===== src/sv/igs_uniform_quantizer_unit_assert.svh =====
// ---------------------------------------------------------------------------
// IGS quantizer assertion macros
// Concurrent assertion helpers for the quantizer top-level RTL.
// ---------------------------------------------------------------------------
`ifndef IGS_UNIFORM_QUANTIZER_UNIT_ASSERT_SVH
`define IGS_UNIFORM_QUANTIZER_UNIT_ASSERT_SVH

// same-cycle implication, disabled during reset
`define IGSQ_ASSERT_IMP(label, ante, cons, msg) \
  label: assert property (@(posedge clk_i) disable iff (!rst_ni) (ante) |-> (cons)) \
    else $error(msg);

// next-cycle implication, disabled during reset
`define IGSQ_ASSERT_NXT(label, ante, cons, msg) \
  label: assert property (@(posedge clk_i) disable iff (!rst_ni) (ante) |=> (cons)) \
    else $error(msg);

`endif


===== src/sv/igsq_pkg.sv =====
// ---------------------------------------------------------------------------
// IGS quantizer package
// Shared widths, register indexes, engine control types and helpers.
// ---------------------------------------------------------------------------
`default_nettype none

package igsq_pkg;

  localparam int unsigned SampleW = 8;
  localparam int unsigned LevelsW = SampleW + 1;
  localparam int unsigned IndexW  = 2;

  localparam logic [LevelsW-1:0] FullScale = LevelsW'(1 << SampleW);

  // configuration register indexes
  localparam logic [IndexW-1:0] RegMode   = 2'd0;
  localparam logic [IndexW-1:0] RegLevels = 2'd1;

  typedef enum logic {
    IGSQ_OP_UNIFORM = 1'b0,
    IGSQ_OP_IGS     = 1'b1
  } igsq_op_e;

  typedef struct packed {
    logic     start;
    logic     ack;
    igsq_op_e op;
  } igsq_cmd_t;

  typedef struct packed {
    logic busy;
    logic done;
  } igsq_status_t;

  // zero levels acts as one level, anything above full scale saturates
  function automatic logic [LevelsW-1:0] eff_levels(input logic [LevelsW-1:0] l);
    logic [LevelsW-1:0] r;
    r = l;
    if (l == '0) begin
      r = LevelsW'(1);
    end else if (l > FullScale) begin
      r = FullScale;
    end
    return r;
  endfunction

endpackage

`default_nettype wire


===== src/sv/igs_uniform_quantizer_unit.sv =====
// ---------------------------------------------------------------------------
// IGS / uniform quantizer
// Maps 8-bit samples to level indexes, with optional carried remainder.
// ---------------------------------------------------------------------------
// Usage:
//   Input channel (in_valid_i/in_ready_o) moves one sample plus a first flag
//   per transaction; output channel (out_valid_o/out_ready_i) moves one level.
//   Config channel (cfg_valid_i/cfg_ready_o) writes mode (index 0) or levels
//   (index 1); other indexes are dropped. Write only while the block is idle.
//   Each sample runs in a bit-serial engine (one multiplier bit in uniform
//   mode, one quotient bit in IGS mode), then moves to the output register;
//   a new sample is taken only once the engine has passed the last one on.
//   In IGS mode the carry of one sample feeds the next. A levels write
//   recomputes the IGS divisor serially, with the input channel held off
//   meanwhile.
//   Reset: mode uniform, levels 256, divisor 1, carry 0, nothing in flight.
//   Receiver stall: the output register holds its level; the engine keeps
//   its finished result and no new sample is taken until it drains.
// ---------------------------------------------------------------------------
`default_nettype none

module igs_uniform_quantizer_unit (
  input  wire logic                         clk_i,
  input  wire logic                         rst_ni,
  input  wire logic                         cfg_valid_i,
  output logic                              cfg_ready_o,
  input  wire logic [igsq_pkg::IndexW-1:0]  cfg_index_i,
  input  wire logic [igsq_pkg::LevelsW-1:0] cfg_data_i,
  input  wire logic                         in_valid_i,
  output logic                              in_ready_o,
  input  wire logic [igsq_pkg::SampleW-1:0] sample_i,
  input  wire logic                         first_i,
  output logic                              out_valid_o,
  input  wire logic                         out_ready_i,
  output logic      [igsq_pkg::SampleW-1:0] level_o
);
  import igsq_pkg::*;

  igsq_op_e            mode_q, mode_d;
  logic [LevelsW-1:0]  levels_q, levels_d;
  logic [SampleW-1:0]  carry_q, carry_d;
  logic                out_valid_q, out_valid_d;
  logic [SampleW-1:0]  level_q, level_d;

  logic                cfg_fire, in_fire, out_load;
  logic                div_start, div_busy;
  logic [LevelsW-1:0]  divisor;
  logic [SampleW-1:0]  carry_eff;
  logic [SampleW:0]    sum;
  logic [SampleW-1:0]  sum_sat;
  logic [SampleW-1:0]  opnd_a;
  logic [LevelsW-1:0]  opnd_b;
  logic [SampleW-1:0]  eng_level, eng_rem;
  igsq_cmd_t           eng_cmd;
  igsq_status_t        eng_st;

  assign cfg_ready_o = 1'b1;
  assign cfg_fire    = cfg_valid_i && cfg_ready_o;
  assign div_start   = cfg_fire && (cfg_index_i == RegLevels);

  assign in_ready_o = !eng_st.busy && !div_busy;
  assign in_fire    = in_valid_i && in_ready_o;
  assign out_load   = eng_st.done && (!out_valid_q || out_ready_i);

  // first-of-image drops the carry before the sample is used
  assign carry_eff = first_i ? '0 : carry_q;
  assign sum       = {1'b0, sample_i} + {1'b0, carry_eff};
  assign sum_sat   = sum[SampleW] ? '1 : sum[SampleW-1:0];

  assign opnd_a = (mode_q == IGSQ_OP_IGS) ? sum_sat : sample_i;
  assign opnd_b = (mode_q == IGSQ_OP_IGS) ? divisor : eff_levels(levels_q);

  assign eng_cmd.start = in_fire;
  assign eng_cmd.ack   = out_load;
  assign eng_cmd.op    = mode_q;

  igsq_divisor u_divisor (
    .clk_i     (clk_i),
    .rst_ni    (rst_ni),
    .start_i   (div_start),
    .levels_i  (eff_levels(cfg_data_i)),
    .busy_o    (div_busy),
    .divisor_o (divisor)
  );

  igsq_engine u_engine (
    .clk_i    (clk_i),
    .rst_ni   (rst_ni),
    .cmd_i    (eng_cmd),
    .opnd_a_i (opnd_a),
    .opnd_b_i (opnd_b),
    .status_o (eng_st),
    .level_o  (eng_level),
    .rem_o    (eng_rem)
  );

  always_comb begin
    mode_d      = mode_q;
    levels_d    = levels_q;
    carry_d     = carry_q;
    out_valid_d = out_valid_q;
    level_d     = level_q;
    if (cfg_fire) begin
      case (cfg_index_i)
        RegMode:   mode_d   = igsq_op_e'(cfg_data_i[0]);
        RegLevels: levels_d = cfg_data_i;
        default:   ;
      endcase
    end
    if (in_fire && first_i) begin
      carry_d = '0;
    end
    if (out_valid_q && out_ready_i) begin
      out_valid_d = 1'b0;
    end
    if (out_load) begin
      out_valid_d = 1'b1;
      level_d     = eng_level;
      if (mode_q == IGSQ_OP_IGS) begin
        carry_d = eng_rem;
      end
    end
  end

  always_ff @(posedge clk_i or negedge rst_ni) begin
    if (!rst_ni) begin
      mode_q      <= IGSQ_OP_UNIFORM;
      levels_q    <= FullScale;
      carry_q     <= '0;
      out_valid_q <= 1'b0;
    end else begin
      mode_q      <= mode_d;
      levels_q    <= levels_d;
      carry_q     <= carry_d;
      out_valid_q <= out_valid_d;
    end
  end

  always_ff @(posedge clk_i) begin
    level_q <= level_d;
  end

  assign out_valid_o = out_valid_q;
  assign level_o     = level_q;

`include "igs_uniform_quantizer_unit_assert.svh"

  `IGSQ_ASSERT_NXT(a_start_busy, in_fire, eng_st.busy, "accepted sample did not start engine")
  `IGSQ_ASSERT_IMP(a_div_nonzero, !div_busy, divisor != '0, "IGS divisor is zero")
  `IGSQ_ASSERT_IMP(a_rem_below_div, out_load && (mode_q == IGSQ_OP_IGS),
                   {1'b0, eng_rem} < divisor, "IGS remainder not below divisor")
  `IGSQ_ASSERT_IMP(a_no_start_during_div, div_busy, !in_fire, "sample taken during divisor update")

endmodule

`default_nettype wire


===== src/sv/igsq_divisor.sv =====
// ---------------------------------------------------------------------------
// IGS divisor unit
// Bit-serial restoring division of full scale by the level count.
// ---------------------------------------------------------------------------
`default_nettype none

module igsq_divisor (
  input  wire logic                         clk_i,
  input  wire logic                         rst_ni,
  input  wire logic                         start_i,
  input  wire logic [igsq_pkg::LevelsW-1:0] levels_i,
  output logic                              busy_o,
  output logic      [igsq_pkg::LevelsW-1:0] divisor_o
);
  import igsq_pkg::*;

  localparam int unsigned CntW = $clog2(LevelsW);
  localparam logic [CntW-1:0] LastStep = CntW'(LevelsW - 1);

  logic                busy_q, busy_d;
  logic [CntW-1:0]     cnt_q, cnt_d;
  logic [LevelsW-1:0]  den_q, den_d;
  logic [LevelsW-1:0]  rem_q, rem_d;
  logic [LevelsW-1:0]  quo_q, quo_d;
  logic [LevelsW-1:0]  div_q, div_d;
  logic [LevelsW-1:0]  trial;
  logic                fit;

  // dividend is full scale: only its top bit is set, fed on the first step
  assign trial = {rem_q[LevelsW-2:0], (cnt_q == '0)};
  assign fit   = (trial >= den_q);

  always_comb begin
    busy_d = busy_q;
    cnt_d  = cnt_q;
    den_d  = den_q;
    rem_d  = rem_q;
    quo_d  = quo_q;
    div_d  = div_q;
    if (start_i) begin
      busy_d = 1'b1;
      cnt_d  = '0;
      den_d  = levels_i;
      rem_d  = '0;
      quo_d  = '0;
    end else if (busy_q) begin
      rem_d = fit ? (trial - den_q) : trial;
      quo_d = {quo_q[LevelsW-2:0], fit};
      cnt_d = cnt_q + CntW'(1);
      if (cnt_q == LastStep) begin
        busy_d = 1'b0;
        div_d  = {quo_q[LevelsW-2:0], fit};
      end
    end
  end

  always_ff @(posedge clk_i or negedge rst_ni) begin
    if (!rst_ni) begin
      busy_q <= 1'b0;
      cnt_q  <= '0;
      div_q  <= LevelsW'(1);   // full-scale levels after reset
    end else begin
      busy_q <= busy_d;
      cnt_q  <= cnt_d;
      div_q  <= div_d;
    end
  end

  always_ff @(posedge clk_i) begin
    den_q <= den_d;
    rem_q <= rem_d;
    quo_q <= quo_d;
  end

  assign busy_o    = busy_q;
  assign divisor_o = div_q;

endmodule

`default_nettype wire


===== src/sv/igsq_engine.sv =====
// ---------------------------------------------------------------------------
// IGS quantizer engine
// One bit per cycle: shift-add multiply (uniform) or restoring divide (IGS).
// ---------------------------------------------------------------------------
`default_nettype none

module igsq_engine (
  input  wire logic                         clk_i,
  input  wire logic                         rst_ni,
  input  wire igsq_pkg::igsq_cmd_t          cmd_i,
  input  wire logic [igsq_pkg::SampleW-1:0] opnd_a_i,
  input  wire logic [igsq_pkg::LevelsW-1:0] opnd_b_i,
  output igsq_pkg::igsq_status_t            status_o,
  output logic      [igsq_pkg::SampleW-1:0] level_o,
  output logic      [igsq_pkg::SampleW-1:0] rem_o
);
  import igsq_pkg::*;

  localparam int unsigned CntW = $clog2(SampleW);
  localparam logic [CntW-1:0] LastStep = CntW'(SampleW - 1);

  localparam logic [1:0] StIdle = 2'd0;
  localparam logic [1:0] StRun  = 2'd1;
  localparam logic [1:0] StDone = 2'd2;

  logic [1:0]          state_q, state_d;
  logic [CntW-1:0]     cnt_q, cnt_d;
  igsq_op_e            op_q, op_d;
  logic [SampleW-1:0]  sh_q, sh_d;
  logic [LevelsW-1:0]  acc_q, acc_d;
  logic [SampleW-1:0]  quo_q, quo_d;
  logic [LevelsW-1:0]  opnd_q, opnd_d;

  logic [LevelsW:0]    mul_sum;
  logic [LevelsW-1:0]  div_trial;
  logic                div_fit;

  // multiply: add operand when the low multiplier bit is set, then shift right
  assign mul_sum   = {1'b0, acc_q} + (sh_q[0] ? {1'b0, opnd_q} : '0);
  // divide: remainder stays below the divisor, so its low bits shift up
  assign div_trial = {acc_q[SampleW-1:0], sh_q[SampleW-1]};
  assign div_fit   = (div_trial >= opnd_q);

  always_comb begin
    state_d = state_q;
    cnt_d   = cnt_q;
    op_d    = op_q;
    sh_d    = sh_q;
    acc_d   = acc_q;
    quo_d   = quo_q;
    opnd_d  = opnd_q;
    case (state_q)
      StIdle: begin
        if (cmd_i.start) begin
          state_d = StRun;
          cnt_d   = '0;
          op_d    = cmd_i.op;
          sh_d    = opnd_a_i;
          acc_d   = '0;
          quo_d   = '0;
          opnd_d  = opnd_b_i;
        end
      end
      StRun: begin
        if (op_q == IGSQ_OP_UNIFORM) begin
          acc_d = mul_sum[LevelsW:1];
          sh_d  = {1'b0, sh_q[SampleW-1:1]};
        end else begin
          acc_d = div_fit ? (div_trial - opnd_q) : div_trial;
          quo_d = {quo_q[SampleW-2:0], div_fit};
          sh_d  = {sh_q[SampleW-2:0], 1'b0};
        end
        cnt_d = cnt_q + CntW'(1);
        if (cnt_q == LastStep) begin
          state_d = StDone;
        end
      end
      StDone: begin
        if (cmd_i.ack) begin
          state_d = StIdle;
        end
      end
      default: begin
        state_d = StIdle;
      end
    endcase
  end

  always_ff @(posedge clk_i or negedge rst_ni) begin
    if (!rst_ni) begin
      state_q <= StIdle;
      cnt_q   <= '0;
    end else begin
      state_q <= state_d;
      cnt_q   <= cnt_d;
    end
  end

  always_ff @(posedge clk_i) begin
    op_q   <= op_d;
    sh_q   <= sh_d;
    acc_q  <= acc_d;
    quo_q  <= quo_d;
    opnd_q <= opnd_d;
  end

  assign status_o.busy = (state_q != StIdle);
  assign status_o.done = (state_q == StDone);
  assign level_o = (op_q == IGSQ_OP_UNIFORM) ? acc_q[SampleW-1:0] : quo_q;
  assign rem_o   = acc_q[SampleW-1:0];

endmodule

`default_nettype wire

===== config.mk =====
export PLATFORM = sky130hd
export DESIGN_NAME = igs_uniform_quantizer_unit
export DESIGN_NICKNAME = d
export VERILOG_FILES = /design/src/sv/igsq_pkg.sv /design/src/sv/igs_uniform_quantizer_unit.sv /design/src/sv/igsq_divisor.sv /design/src/sv/igsq_engine.sv
export VERILOG_INCLUDE_DIRS = /design/src /design/src/sv
export SDC_FILE = /design/constraint.sdc
export NUM_CORES = 1
export LEC_CHECK = 0
export ABC_CLOCK_PERIOD_IN_PS = 2900
export BUFFER_PORTS_ARGS = -buffer_cell sky130_fd_sc_hd__buf_4
export CAP_MARGIN = 20
export CORE_MARGIN = 2
export CORE_UTILIZATION = 56
export CTS_CLUSTER_DIAMETER = 120
export DETAILED_ROUTE_END_ITERATION = 7
export GPL_TIMING_DRIVEN = 0
export MAX_ROUTING_LAYER = met4
export PLACE_DENSITY = 0.82
export SYNTH_ARGS = -nofsm -noshare
export SYNTH_HDL_FRONTEND = slang
export SYNTH_SLANG_ARGS = --single-unit

===== constraint.sdc =====
create_clock -name clk_i -period 2.9 [get_ports clk_i]
set_clock_uncertainty 0.2 [all_clocks]
set_input_delay 0.435 -clock clk_i [delete_from_list [all_inputs] [get_ports clk_i]]
set_output_delay 0.435 -clock clk_i [all_outputs]
set_load 0.005 [all_outputs]

==> metrics.csv, run 1 <==
metric,value,unit
yosysTopAreaCell,edfxtp_1,
cts_tree,yes,
yosys.area.top_type_share,0.2537,
via_count,4586,
fp.dieW,108.8,um
grt_pass1_wl,22570,um
synthAdderAreaFrac,0.09433,
critPathKind,flip-flop to flip-flop,
fin_nets,712,
synth_top_family_by_area,simple AND/OR/NAND/NOR gates,
die_h,108.8,um
sequentialPowerShare,0.388,
final_common_cell,nand2_1,
p_leak,3.053,nW
synth-seq-cells,106,
p_int,4.114,mW
gp_congestion,0.9299,
yosys-top-cells-area,"edfxtp_1 (25%), dfrtp_1 (15%), ha_1 (8.1%), dfxtp_1 (5.2%), mux2i_1 (3.9%)",
synth_simple_gate_area_share,0.1573,
hpwl,10290,um
critPathMaxStageDelay,0.50,ns
p_switching,2.690,mW
start_kind,flip-flop,
dr.pass1.iters,5,
yosys.area_share.xor_xnor,0.03131,
multi_input_area,0.003148,mm2
p_comb_frac,0.478,
clk-insertion-delay-late,0.37,ns
htreeDepth,3,
track_usage,0.2523,
setup_viol,0,
ant_nets,0,
initial_core_util,0.5703,
first_global_vias,4701,
synth-seq-area-share,0.4607,
hp-class,primary input to flip-flop,
yosysWarnings,0,
crit_chain,inv_1 > ha_1 > or3b_2 > ha_4 > nand3_1 > o31a_1 > a21oi_4 > buf_6 > mux2i_1 > a21oi_1,
whs_path_depth,3,
root_buffer,clkbuf_8,
core_area,0.01079,mm2
tightest_slew,1.039,ns
drt_iter0_markers,295,
path_delay_family,compound AO/OA/AOI/OAI gates,
p_sw_frac,0.3953,
slew_headroom,0.3060,
n_fill_cell,838,
rr_worst_depth,10,
syn_area,0.006155,mm2
syn-num-nets,659,
fin_tns_setup,0,ns
maxCapViolCount,0,
rows,38,
drive_gt1_frac,0.1590,
fin_util,0.6382,
pin_count,36,
yosysUniqueCellTypes,63,
n_antenna_cell,0,
cts_buffers,9,
pwr-share-clk,0.134,
irDropWorstVdd,0.5212,mV
crit_fanout,4,
synthToLayoutAreaGrowth,11.91,%
final_cell_mix,"nand2_1 (64), edfxtp_1 (52), buf_4 (40)",
period_needed,2.809,ns
clk_pin_slew,0.10,ns
antenna_found_initial,0,
grt_max_degree,39,
via_per_inst,5.820,
io_buffers,34,
grt.overflow.total,0,
synth_compound_area_frac,0.1431,
routedWlPerCell,17.38,um
drc_errors,0,
cp_num_buf_inv,2,
cts_sinks,106,
powerDensity,987.8,mW/mm2
outcome,"finished, final reports clean",
seq_area,0.002835,mm2
avgSynthCellArea,10.43,um2
clockBufferDepth,2,
synthArstFlopShare,0.3585,
slowest_stage,or3b_2,
synth_edf_count,52,
cp-end-kind,flip-flop,
muxShareOfSynthArea,0.07928,
cp.required,2.94,ns
fmax,356.0,MHz
cp.depth,10,
fin_crit_sh,0.9686,
die_area,0.01185,mm2
worst_slack,0.09111,ns
yosys_most_used_dff,edfxtp_1,
synthCells,590,
arrival,2.85,ns
maxSlewViolCount,0,
dp_slack,-0.04650,ns
hold_violations,0,
wirelength,13700,um
==> flip-flops by register name, indices dropped and copies added, names as in the netlist, 2 cells and up <==
name and count:
u_engine.acc_q 9, u_divisor.rem_q 8, level_o 8, u_engine.state_q 2, u_engine.sh_q 8, carry_q 8
u_engine.opnd_q 9, u_divisor.quo_q 8, u_divisor.cnt_q 4, u_divisor.den_q 9, u_engine.cnt_q 3, u_engine.quo_q 8
levels_q 9, u_divisor.divisor_o 9
==> power groups by stage <==
stage | logic, mW | registers [mW] | clock network, mW
floorplan | 2.46 | 2.48 | 0
global placement | 2.94 | 2.63 | 0
detailed placement | 3.09 | 2.66 | 0
CTS | 3.15 | 2.63 | 0.918
global route | 3.59 | 2.69 | 0.985
finish | 3.25 | 2.64 | 0.912
==> through the flow <==
step | cells | instance area [um2] | total power, mW | hold slack, ns
after floorplan | 590 | 6155 | 4.934 | -0.06059
after global routing | 788 | 6888 | 7.268 | 0.06329
after detailed placement | 764 | 6585 | 5.750 | 0.2361
final | 788 | 6888 | 6.804 | 0.07605
after CTS | 784 | 6817 | 6.695 | 0.05886
after global placement | 764 | 6585 | 5.569 | 0.2292
==> path summary, 6_finish.rpt <==
kind / startpoint / to / slack [ns]
max: u_divisor.cnt_q[0]$_DFFE_PN0P_ / u_divisor.rem_q[2]$_SDFFE_PP0P_ / 0.09
min: cfg_data_i[2] / levels_q[2]$_DFFE_PN0P_ / 0.08
max reg2reg: u_divisor.cnt_q[0]$_DFFE_PN0P_ / u_divisor.rem_q[2]$_SDFFE_PP0P_ / 0.09
min reg2reg: mode_q$_DFFE_PN0P_ / u_engine.op_q$_DFFE_PP_ / 0.25
max in group asynchronous: rst_ni / u_divisor.divisor_o[0]$_DFFE_PN1P_ / 1.74
min in group asynchronous: rst_ni / u_divisor.cnt_q[3]$_DFFE_PN0P_ / 0.38
==> what timing repair did <==
| item | 4_1_cts | 5_1_grt |
|---|---|---|
| gates resized for setup | 0 | 9 |
| hold buffers | 1 | 0 |
| endpoints found under the setup margin | 1 | 12 |
| endpoints found under the hold margin | 36 | 0 |
| setup buffers | 3 | 4 |
| pin swaps | 1 | 3 |
==> tightest hold or removal path: cells and delay by family <==
family                 cells  cell delay, ns
buffers and inverters      1            0.09
and+or+nand+nor            2            0.08
==> synthesized netlist by cell type, types with 3 or more instances <==
cell,count
o22ai_1,3
o211ai_1,3
nor4_1,3
dfrtp_1,36
and3_1,3
a21oi_1,19
clkbuf_1,14
edfxtp_1,52
mux2_1,5
o21a_1,3
buf_1,3
a21oi_2,6
mux2i_1,24
a22o_1,11
nor3b_1,3
o221ai_1,10
o31a_1,3
o21bai_1,3
xnor2_1,14
fa_1,4
xor2_1,8
dfxtp_1,16
nand4_1,5
inv_1,30
nor2_1,35
mux2_2,13
o21ai_0,38
mux2_4,3
nand3_1,6
nand2_1,64
nor3_1,4
a211oi_1,7
nor2b_1,12
ha_1,40
nand2b_1,20
or3_1,3
and2_1,26
nand3b_1,4
a21o_1,4
==> cell type report <==
type	instances	share of cell area
multi-input combinational	433	0.4570
sequential	106	0.4116
timing repair buffer	42	0.04723
clock buffer	12	0.02561
tap	140	0.02543
inverter	30	0.01635
buffer	21	0.01344
clock inverter	4	0.003270
==> metal layers <==
layer  track usage  vias up  routed length [um]
met3       0.04005       24                 735
met4       0.08974        0                 350
met2        0.4112      149                6632
met1        0.3211     2207                5980
met5             -        -                   0
li1              -     2206                   -
==> cell families after synthesis <==
group           Yosys count
simple gates            194
compound gates          127
flops                   106
buf+inv                  51
mux                      45
fa+ha+maj                44
xor+xnor                 22
other cells               1
Power figures use the tool's default switching activity.
==> inputs of run 2 (changes only) <==
--- a/config.mk
+++ b/config.mk
@@ -6,16 +6,16 @@
 export SDC_FILE = /design/constraint.sdc
 export NUM_CORES = 1
 export LEC_CHECK = 0
-export ABC_CLOCK_PERIOD_IN_PS = 2900
+export ABC_CLOCK_PERIOD_IN_PS = 2600
 export BUFFER_PORTS_ARGS = -buffer_cell sky130_fd_sc_hd__buf_4
 export CAP_MARGIN = 20
 export CORE_MARGIN = 2
-export CORE_UTILIZATION = 56
+export CORE_UTILIZATION = 58
 export CTS_CLUSTER_DIAMETER = 120
 export DETAILED_ROUTE_END_ITERATION = 7
 export GPL_TIMING_DRIVEN = 0
 export MAX_ROUTING_LAYER = met4
-export PLACE_DENSITY = 0.82
+export PLACE_DENSITY = 0.81
 export SYNTH_ARGS = -nofsm -noshare
 export SYNTH_HDL_FRONTEND = slang
 export SYNTH_SLANG_ARGS = --single-unit
==> constraint.sdc (replaced) <==
create_clock -name clk_i -period 2.6 [get_ports clk_i]
set_clock_uncertainty 0.2 [all_clocks]
set_input_delay 0.39 -clock clk_i [delete_from_list [all_inputs] [get_ports clk_i]]
set_output_delay 0.39 -clock clk_i [all_outputs]
set_load 0.005 [all_outputs]
==> run 2 against run 1 <==
  * Fmax increased by 4.9%
  * Highest routed layer unchanged
  * Routed wire length increased by 3.0%
  * Via count grew 1.8%
  * The flow now finishes with violations (negative setup slack)
  * Largest power group unchanged
==> metrics.csv, run 2 (synthesis gave the netlist of run 1 again) <==
metric,value,unit,change
die_area,0.01145,mm2,-3.3%
core_area,0.01032,mm2,-4.3%
drive_gt1_frac,0.2286,,+0.06962
outcome,"complete, but fails checks",,
drt_iter0_markers,413,,+40%
design_area,0.007192,mm2,+4.4%
cp.required,2.67,ns,-0.27 ns
track_usage,0.2574,,+0.005117
wirelength,14100,um,+3.0%
hp-class,primary input to flip-flop,,
whs_path_depth,3,,unchanged
final_common_cell,nand2_1,,
fin_nets,729,,+2.4%
fp.dieW,107.0,um,-1.7%
routedWlPerCell,17.61,um,+1.3%
period_needed,2.677,ns,-0.1317 ns
via_count,4667,,+1.8%
crit_fanout,2,,-2
maxCapViolCount,0,,unchanged
first_global_vias,4714,,+0.28%
slew_headroom,0.3850,,+0.07904
tightest_slew,0.9224,ns,-0.1164 ns
synthToLayoutAreaGrowth,16.85,%,
ant_nets,0,,unchanged
r2r_start,u_divisor.cnt_q[1]$_DFFE_PN0P_,,
gp_congestion,0.9280,,-0.20%
r2r-end,u_divisor.rem_q[6]$_SDFFE_PP0P_,,
p_leak,3.142,nW,+2.9%
power.total,8.062,mW,+18%
root_buffer,clkbuf_8,,
drc_errors,0,,unchanged
cts_tree,yes,,
antenna_found_initial,0,,unchanged
htreeDepth,3,,unchanged
reg2reg_setup_slack,-0.08,ns,-0.17 ns
fin_worst_hold_slack,0.01258,ns,-0.06347 ns
io_buffers,34,,unchanged
cts_buffers,9,,unchanged
fmax,373.5,MHz,+4.9%
fin_crit_sh,1.030,,+0.06110
dr.pass1.iters,5,,unchanged
rows,37,,-2.6%
worst_slack,-0.07717,ns,-0.1683 ns
grt_setup_unrepaired,true,,
grt.overflow.total,0,,unchanged
via_per_inst,5.826,,+0.11%
maxSlewViolCount,0,,unchanged
setup_viol,4,,+4
startpoint,u_divisor.cnt_q[1]$_DFFE_PN0P_,,
initial_core_util,0.5962,,+0.02592
start_kind,flip-flop,,
irDropWorstVdd,0.5862,mV,+12%
cts_sinks,106,,unchanged
placed_area,0.006598,mm2,+0.19%
grt_max_degree,39,,unchanged
clockBufferDepth,2,,unchanged
powerDensity,1121,mW/mm2,+13%
die_h,107.0,um,-1.7%
arrival,2.75,ns,-0.10 ns
violations,negative setup slack,,
cp-end-kind,flip-flop,,
n_antenna_cell,0,,unchanged
hold_violations,0,,unchanged
critPathKind,flip-flop to flip-flop,,
rr_worst_depth,11,,+1
final_cell_mix,"nand2_1 (64), buf_4 (57), edfxtp_1 (52)",,
clk-insertion-delay-late,0.39,ns,+0.02 ns
crit_end,u_divisor.rem_q[6]$_SDFFE_PP0P_,,
grt_pass1_wl,22480,um,-0.39%
pin_count,36,,unchanged
hpwl,10110,um,-1.7%
clk_pin_slew,0.11,ns,about the same
run 2: layout make-up:
class	instances	area, um2
Sequential cell	106	2835
Tap cell	136	170.2
Inverter	30	116.4
Buffer	21	100.1
Clock buffer	10	127.6
Timing Repair Buffer	59	461.7
Fill cell	741	3132
Multi-Input combinational cell	433	3309
Clock inverter	6	71.32
run 2: worst min-delay path by stage:
stage                                    endpoint  slack, ns     startpoint
2_1_floorplan                carry_q[0]$_DFF_PN0_      -0.11         rst_ni
3_3_place_gp   u_divisor.divisor_o[6]$_DFFE_PN0P_       0.19         rst_ni
3_5_place_dp              levels_q[6]$_DFFE_PN0P_       0.19         rst_ni
4_1_cts                   levels_q[2]$_DFFE_PN0P_       0.01  cfg_data_i[2]
5_1_grt                   levels_q[2]$_DFFE_PN0P_       0.03  cfg_data_i[2]
6_report                  levels_q[2]$_DFFE_PN0P_       0.01  cfg_data_i[2]
run 2: power by group:
part / switching [mW] / internal (mW) / leakage (nW) / total [mW]
clock: 0.612 / 0.462 / 0.104 / 1.07
combinational: 2.20 / 1.92 / 1.93 / 4.12
sequential: 0.397 / 2.47 / 1.11 / 2.87
total: 3.21 / 4.85 / 3.14 / 8.06
run 2: timing repair:
action / in CTS / in global routing
pin swaps: 11 / 22
buffers inserted: 11 / 13
gates resized for setup: 17 / 29
endpoints found under the setup margin: 19 / 37
endpoints found under the hold margin: 36 / 0
hold buffers: 1 / 0
run 2: critical path, stage by stage (launching register included):
cell and delay [ns]:
dfrtp_1 0.40, inv_1 0.06, ha_2 0.16, or3b_4 0.40
ha_4 0.18, fa_2 0.41, nor2b_2 0.15, o31a_1 0.18
o21ai_1 0.07, nand2b_1 0.08, xnor2_1 0.17, a211oi_2 0.11
run 2: layer usage:
metal | share of wire | global-route usage | up-vias
met5 | 0 | - | -
met4 | 0.027 | 0.1076 | 0
met3 | 0.046 | 0.02979 | 29
met2 | 0.49 | 0.4195 | 142
met1 | 0.44 | 0.3288 | 2248
li1 | - | - | 2248
run 2: per-stage QoR:
stage                     instances  setup TNS, ns  utilization  setup WS (ns)
after detailed placement        760         -3.272       0.6391        -0.3394
after global placement          760         -2.961       0.6391        -0.3305
final                           801        -0.1602       0.6966       -0.07717
after floorplan                 590              0            -       0.009065
after CTS                       788       -0.02454       0.6764       -0.01305
after global routing            801        -0.8327       0.6966        -0.1509
